$ cat src/rtl/core/bvm_pkg.sv
// Shared types, constants and helper functions of the instruction execute core.
`timescale 1ns / 1ps
package bvm_pkg;

   // Storage sizes. The data memory depth must be a power of two.
   localparam int MEM_BYTES   = 4096;
   localparam int MEM_AW      = $clog2(MEM_BYTES);
   localparam int STACK_DEPTH = 16;
   localparam int STACK_AW    = $clog2(STACK_DEPTH);
   localparam int SP_W        = $clog2(STACK_DEPTH + 1);
   localparam int PC_W        = 12;
   localparam int SUM_W       = ((MEM_AW > PC_W) ? MEM_AW : PC_W) + 1;

   localparam logic [PC_W-1:0] START_ADDRESS_RESET = 12'd512;
   localparam logic [PC_W-1:0] PC_STEP             = 12'd2;
   localparam logic [3:0]      FLAG_REG            = 4'hF;
   localparam logic [3:0]      BCD_LAST            = 4'd2;
   localparam logic [15:0]     INSTR_RET           = 16'h00EE;

   // Opcode groups, taken from the top nibble.
   localparam logic [3:0] OP_SYS  = 4'h0;
   localparam logic [3:0] OP_JP   = 4'h1;
   localparam logic [3:0] OP_CALL = 4'h2;
   localparam logic [3:0] OP_SE   = 4'h3;
   localparam logic [3:0] OP_SNE  = 4'h4;
   localparam logic [3:0] OP_SER  = 4'h5;
   localparam logic [3:0] OP_LD   = 4'h6;
   localparam logic [3:0] OP_ADD  = 4'h7;
   localparam logic [3:0] OP_ALU  = 4'h8;
   localparam logic [3:0] OP_SNER = 4'h9;
   localparam logic [3:0] OP_LDI  = 4'hA;
   localparam logic [3:0] OP_JPV  = 4'hB;
   localparam logic [3:0] OP_RND  = 4'hC;
   localparam logic [3:0] OP_MISC = 4'hF;

   // ALU group codes, taken from the low nibble.
   localparam logic [3:0] ALU_MOV  = 4'h0;
   localparam logic [3:0] ALU_OR   = 4'h1;
   localparam logic [3:0] ALU_AND  = 4'h2;
   localparam logic [3:0] ALU_XOR  = 4'h3;
   localparam logic [3:0] ALU_ADD  = 4'h4;
   localparam logic [3:0] ALU_SUB  = 4'h5;
   localparam logic [3:0] ALU_SHR  = 4'h6;
   localparam logic [3:0] ALU_SUBN = 4'h7;
   localparam logic [3:0] ALU_SHL  = 4'hE;

   // Misc group codes, taken from the low byte.
   localparam logic [7:0] MISC_GET_DT = 8'h07;
   localparam logic [7:0] MISC_SET_DT = 8'h15;
   localparam logic [7:0] MISC_SET_ST = 8'h18;
   localparam logic [7:0] MISC_ADD_I  = 8'h1E;
   localparam logic [7:0] MISC_BCD    = 8'h33;
   localparam logic [7:0] MISC_STORE  = 8'h55;
   localparam logic [7:0] MISC_LOAD   = 8'h65;

   typedef enum logic [1:0] {
      STATUS_OK     = 2'd0,
      STATUS_UNIMPL = 2'd1,
      STATUS_STACK  = 2'd2
   } status_type;

   // Which tail an instruction needs after its execute cycle.
   typedef enum logic [2:0] {
      SEQ_SIMPLE = 3'd0,
      SEQ_FLAG   = 3'd1,
      SEQ_BCD    = 3'd2,
      SEQ_STORE  = 3'd3,
      SEQ_LOAD   = 3'd4
   } seq_type;

   typedef struct packed {
      logic [15:0] instruction_word;
      logic [7:0]  random_byte;
   } req_type;

   typedef struct packed {
      logic [PC_W-1:0] next_pc;
      logic [PC_W-1:0] index_value;
      logic [3:0]      dest_reg;
      logic [7:0]      dest_value;
      logic [7:0]      flag_value;
      logic [7:0]      delay_value;
      logic [7:0]      sound_value;
      status_type      status;
   } rsp_type;

   // Commands from the controller to the datapath.
   typedef struct packed {
      logic              capture;
      logic              pc_init;
      logic              clr_wr;
      logic [MEM_AW-1:0] clr_addr;
      logic              fetch;
      logic              exec;
      logic              flag_wr;
      logic              bcd_wr;
      logic              st_rd;
      logic              st_wr;
      logic              ld_rd;
      logic              ld_wr;
      logic              load_rsp;
      logic [3:0]        step;
   } cmd_type;

   // Status from the datapath to the controller.
   typedef struct packed {
      seq_type    seq;
      logic [3:0] x;
   } stat_type;

   // One decimal digit of a byte: select 0 gives hundreds, 1 tens, 2 ones.
   function automatic logic [7:0] bcd_digit(input logic [7:0] v, input logic [1:0] sel);
      logic [7:0] hun;
      logic [7:0] rem;
      logic [7:0] ten;
      logic [7:0] one;
      hun = (v >= 8'd200) ? 8'd2 : ((v >= 8'd100) ? 8'd1 : 8'd0);
      rem = v - ((v >= 8'd200) ? 8'd200 : ((v >= 8'd100) ? 8'd100 : 8'd0));
      ten = 8'd0;
      for (int i = 1; i <= 9; i++) begin
         if (rem >= 8'(i * 10)) begin
            ten = 8'(i);
         end
      end
      one = rem - 8'(ten * 8'd10);
      case (sel)
         2'd0:    bcd_digit = hun;
         2'd1:    bcd_digit = ten;
         default: bcd_digit = one;
      endcase
   endfunction

endpackage

$ cat src/rtl/core/bvm_ctrl.sv
// Controller state machine that sequences the memory clear and each instruction.
`timescale 1ns / 1ps
module bvm_ctrl (
   input  logic             clock,
   input  logic             reset,
   input  logic             req_valid,
   output logic             req_ready,
   output logic             rsp_valid,
   input  logic             rsp_ready,
   input  bvm_pkg::stat_type stat,
   output bvm_pkg::cmd_type  cmd
);

   typedef enum logic [11:0] {
      S_CLEAR = 12'b000000000001,
      S_IDLE  = 12'b000000000010,
      S_FETCH = 12'b000000000100,
      S_EXEC  = 12'b000000001000,
      S_FLAG  = 12'b000000010000,
      S_BCD   = 12'b000000100000,
      S_ST_RD = 12'b000001000000,
      S_ST_WR = 12'b000010000000,
      S_LD_RD = 12'b000100000000,
      S_LD_WR = 12'b001000000000,
      S_RBACK = 12'b010000000000,
      S_DONE  = 12'b100000000000
   } state_type;

   state_type                 state_ff, state_in;
   logic [bvm_pkg::MEM_AW-1:0] clr_ff, clr_in;
   logic [3:0]                step_ff, step_in;
   logic                      rsp_valid_ff, rsp_valid_in;

   // Next state, counters and commands.
   always_comb begin
      state_in     = state_ff;
      clr_in       = clr_ff;
      step_in      = step_ff;
      cmd          = '0;
      cmd.clr_addr = clr_ff;
      cmd.step     = step_ff;
      req_ready    = 1'b0;
      unique case (state_ff)
         S_CLEAR: begin
            cmd.clr_wr  = 1'b1;
            cmd.pc_init = (clr_ff == '0);
            if (clr_ff == bvm_pkg::MEM_AW'(bvm_pkg::MEM_BYTES - 1)) begin
               state_in = S_IDLE;
            end else begin
               clr_in = clr_ff + 1'b1;
            end
         end
         S_IDLE: begin
            req_ready = 1'b1;
            if (req_valid) begin
               cmd.capture = 1'b1;
               state_in    = S_FETCH;
            end
         end
         S_FETCH: begin
            cmd.fetch = 1'b1;
            state_in  = S_EXEC;
         end
         S_EXEC: begin
            cmd.exec = 1'b1;
            step_in  = '0;
            case (stat.seq)
               bvm_pkg::SEQ_FLAG:  state_in = S_FLAG;
               bvm_pkg::SEQ_BCD:   state_in = S_BCD;
               bvm_pkg::SEQ_STORE: state_in = S_ST_RD;
               bvm_pkg::SEQ_LOAD:  state_in = S_LD_RD;
               default:            state_in = S_RBACK;
            endcase
         end
         S_FLAG: begin
            cmd.flag_wr = 1'b1;
            state_in    = S_RBACK;
         end
         S_BCD: begin
            cmd.bcd_wr = 1'b1;
            if (step_ff == bvm_pkg::BCD_LAST) begin
               state_in = S_RBACK;
            end else begin
               step_in = step_ff + 1'b1;
            end
         end
         S_ST_RD: begin
            cmd.st_rd = 1'b1;
            state_in  = S_ST_WR;
         end
         S_ST_WR: begin
            cmd.st_wr = 1'b1;
            if (step_ff == stat.x) begin
               state_in = S_RBACK;
            end else begin
               step_in  = step_ff + 1'b1;
               state_in = S_ST_RD;
            end
         end
         S_LD_RD: begin
            cmd.ld_rd = 1'b1;
            state_in  = S_LD_WR;
         end
         S_LD_WR: begin
            cmd.ld_wr = 1'b1;
            if (step_ff == stat.x) begin
               state_in = S_RBACK;
            end else begin
               step_in  = step_ff + 1'b1;
               state_in = S_LD_RD;
            end
         end
         S_RBACK: begin
            state_in = S_DONE;
         end
         S_DONE: begin
            if (!rsp_valid_ff || rsp_ready) begin
               cmd.load_rsp = 1'b1;
               state_in     = S_IDLE;
            end
         end
         default: begin
            state_in = S_IDLE;
         end
      endcase
   end

   // The response register fills on load and drains when taken.
   always_comb begin
      rsp_valid_in = rsp_valid_ff;
      if (cmd.load_rsp) begin
         rsp_valid_in = 1'b1;
      end else if (rsp_ready) begin
         rsp_valid_in = 1'b0;
      end
   end

   assign rsp_valid = rsp_valid_ff;

   // Control registers.
   always_ff @(posedge clock) begin
      if (reset) begin
         state_ff     <= S_CLEAR;
         clr_ff       <= '0;
         step_ff      <= '0;
         rsp_valid_ff <= 1'b0;
      end else begin
         state_ff     <= state_in;
         clr_ff       <= clr_in;
         step_ff      <= step_in;
         rsp_valid_ff <= rsp_valid_in;
      end
   end

endmodule

$ cat config.mk
export PLATFORM = sky130hd
export DESIGN_NAME = bvm_ctrl
export DESIGN_NICKNAME = d
export VERILOG_FILES = /design/src/rtl/core/bvm_pkg.sv /design/src/rtl/core/bvm_ctrl.sv
export SDC_FILE = /design/constraint.sdc
export NUM_CORES = 1
export LEC_CHECK = 0
export BUFFER_PORTS_ARGS = -buffer_cell sky130_fd_sc_hd__buf_2
export CORE_ASPECT_RATIO = 1.4
export CORE_UTILIZATION = 34
export CTS_BUF_LIST = sky130_fd_sc_hd__clkbuf_16
export DETAILED_ROUTE_END_ITERATION = 10
export GPL_ROUTABILITY_DRIVEN = 1
export SLEW_MARGIN = 20
export SYNTH_ARGS = -nofsm -noshare
export SYNTH_HDL_FRONTEND = slang
export SYNTH_SLANG_ARGS = --single-unit
$ cat constraint.sdc
create_clock -name clock -period 3.55 [get_ports clock]
set_input_delay 0.71 -clock clock [delete_from_list [all_inputs] [get_ports clock]]
set_output_delay 0.71 -clock clock [all_outputs]
set_load 0.02 [all_outputs]
==> flow_summary_export.csv <==
group,metric,value,unit
timing,worst_pin_slew,0.7951,ns
clock_tree,postCtsHoldBufs,0,
pwr,clkPwrFrac,48.0,%
floorplanning,die_y,85.98,um
logic_synthesis,synth_cell_types,46,
logic_synthesis,ys_async_sr_fraction,0,%
logic_synthesis,syn_inst,211,
worst_setup_path,slowest_stage,"or4_1",
global_routing,grt_overflow_total,0,
route,viasPerCell,5.377,
cells_and_area,layout.nets,268,
logic_synthesis,synth_edf_count,0,
timing,setup_viol,0,
pwr,peakVddDrop,0.2298,mV
global_routing,grt_first_pass_wirelength,7.182,mm
cells_and_area,fill_cells,504,
worst_setup_path,cp.arrival,2.28,ns
timing,clock.fmax,334.6,MHz
worst_hold_path,min_path_type,"flop to flop",
logic_synthesis,synth_nets,226,
cells_and_area,final_common_cell,"buf_2",
logic_synthesis,syn_avg_cell_area,8.118,um^2
cells_and_area,final_layout_size_suffix_gt1_share,22.44,%
worst_setup_path,slowest_delay,0.65,ns
route,drc_errors,0,
floorplanning,start_util,35.37,%
clock_tree,post_cts_resized,0,
cells_and_area,multi_input_area,1062,um^2
route,drt-initial-drc-count,70,
logic_synthesis,ys.flop_type,"dfxtp_1",
pwr,power,0.0009803,W
route,wl,4.489,mm
timing,layout_min_cycle_time,2.988,ns
logic_synthesis,seq_area_frac_synth,33.89,%
place,io_buffers,40,
worst_hold_path,worstHoldStart,"step_ff[3]",
cells_and_area,regArea,580.6,um^2
floorplanning,ios,41,
worst_setup_path,startpoint,"state_ff[11]",
route,drt-pass1-iter-count,4,
place,place_hpwl,3.322,mm
floorplanning,die_w,61.99,um
worst_setup_path,criticalPathCategory,"flop to output pin",
worst_setup_path,worst-path-buf-inv,1,
pwr,p_switching,0.0002602,W
route,vias,1710,
pwr,p_int,0.0007200,W
floorplanning,core,4842,um^2
timing,fin_ws,0.5616,ns
clock_tree,cts_buffer_depth,2,
route,ant_nets,0,
global_routing,grt_pass1_vias,1546,
cells_and_area,final_cell_mix,"buf_2 (40), nor2_1 (32), dfxtp_1 (29)",
global_routing,antenna_found_initial,0,
global_routing,grt_max_degree,24,
logic_synthesis,syn_area,1713,um^2
worst_setup_path,crit_top_cell,"or4_1",
clock_tree,clkSinkCount,29,
cells_and_area,area_growth,24.40,%
clock_tree,clockRootBuffer,"clkbuf_16",
worst_setup_path,r2r-start,"state_ff[4]",
logic_synthesis,synth-seq-cells,29,
clock_tree,h-tree-depth,2,
place,dpl_worst_slack,0.8638,ns
worst_setup_path,required,2.84,ns
worst_setup_path,start_kind,"flop",
worst_setup_path,path_cells,"or4_1 -> or4_1 -> nor2_1 -> and2_1 -> buf_2",
timing,slew_headroom,46.51,%
timing,rsz0062_at_grt,"false",
logic_synthesis,yosysWarnings,0,
timing,finalCritPeriodShare,84.18,%
place,place.gp.congestion,0.8407,
timing,holdWs,0.5176,ns
worst_setup_path,cp-end-kind,"output pin",
pwr,power_frac_seq,36.6,%
pwr,p_per_area,460.1,nW/um^2
clock_tree,cts_setup_buffers,0,
job,maxCapViolations,0,
place,dpl-instance-area,1968,um^2
worst_setup_path,crit_path_max_fanout,7,
clock_tree,cts_buffers,5,
cells_and_area,stdcell_area,2131,um^2
timing,finalHoldViolCount,0,
timing,worst_clock_skew,0.001741,ns
worst_setup_path,cp_top_family,"simple AND/OR/NAND/NOR gates",
pwr,switching_share,26.55,%
clock_tree,cts_tree,"done",
pwr,power.leakage,0.8744,nW
run_status,outcome,"complete, no violations",
clock_tree,clkSlewWorstSetupHoldPaths,0.05,ns
cells_and_area,diodes,0,
floorplanning,rows,30,
route,post_drt_wl_per_cell,14.12,um
clock_tree,clk_latency,0.27,ns
timing,slew_violations,0,
floorplanning,die-area,5329,um^2
global_routing,track_usage,18.17,%
pwr,combPwrFrac,15.5,%
timing,setup_tns,0,ns
## logic make-up after synthesis
kind of cell / synth area share [%]
simple gates: 39.08
xor+xnor: 8.693
mux: 0.5844
fa+ha+maj: 2.922
flops: 33.89
compound gates: 10.74
buf+inv: 4.091
## sequential cells by signal (all words and copies together), names as in the netlist
register	cells
rsp_valid	1
step_ff	4
clr_ff	12
state_ff	12
## worst reg2reg max path, cell delays in order (launching register included)
cell	delay, ns
dfxtp_1	0.37
nor4_1	0.68
nand4_1	0.51
o21ai_0	0.46
nand4b_2	0.25
nor3_1	0.06
## power by group through the flow
stage	combinational, W	clock, W	sequential, W
finish	0.000152	0.000470	0.000359
detailed placement	0.000152	0	0.000366
global placement	0.000151	0	0.000365
CTS	0.000153	0.000480	0.000359
global route	0.000169	0.000493	0.000362
floorplan	0.0000948	0	0.000373
## worst paths after layout
| path | to | slack, ns | depth (start not counted) |
|---|---|---|---|
| worst min-delay path | step_ff[3] | 0.52 | 2 |
| worst max-delay path | cmd[27] | 0.56 | 5 |
| worst max register to register | state_ff[2] | 1.11 | 5 |
| worst min register to register | step_ff[3] | 0.52 | 2 |
## stage by stage
stage                     instances  util [%]
after floorplan                 211         -
after global placement          310     40.65
final                           318     44.01
after detailed placement        310     40.65
after CTS                       318     44.01
after global routing            318     44.01
## layer usage
| metal | global-route usage [%] | up-vias | wire, um |
|---|---|---|---|
| met3 | 5.430 | 12 | 255 |
| met2 | 29.98 | 64 | 2192 |
| met4 | 7.879 | 0 | 125 |
| li1 | - | 851 | - |
| met5 | 0 | - | 0 |
| met1 | 20.92 | 783 | 1916 |
## synth_stat cells, drive strengths merged (2+ instances only)
cell    instances  area share, %
nor2           32            7.0
dfxtp          29             34
xnor2          14            7.2
nor3           13            4.1
nand2          11            2.4
a21oi          10            2.9
nor4           10            4.4
inv             8            1.8
nand4           8            2.9
nand3           6            1.8
or4             6            2.8
o21ai           5            1.5
and3            4            1.5
buf             4            1.7
ha              4            2.9
nor2b           4            1.5
clkbuf          3           0.66
nand2b          3            1.1
nor4b           3            1.5
or2             3            1.1
or3             3            1.4
xor2            3            1.5
a31oi           2           0.73
a32oi           2            1.0
and2            2           0.73
and4b           2            1.2
nand3b          2           0.88
nor3b           2           0.88
o31ai           2           0.88
## cell type report
| class | count | share of cell area, % |
|---|---|---|
| Multi-Input combinational cell | 167 | 49.85 |
| Sequential cell | 29 | 27.25 |
| Timing Repair Buffer | 42 | 10.10 |
| Clock buffer | 5 | 5.872 |
| Tap cell | 64 | 3.758 |
| Clock inverter | 3 | 1.762 |
| Inverter | 8 | 1.409 |
(Power assumes the default switching activity.)
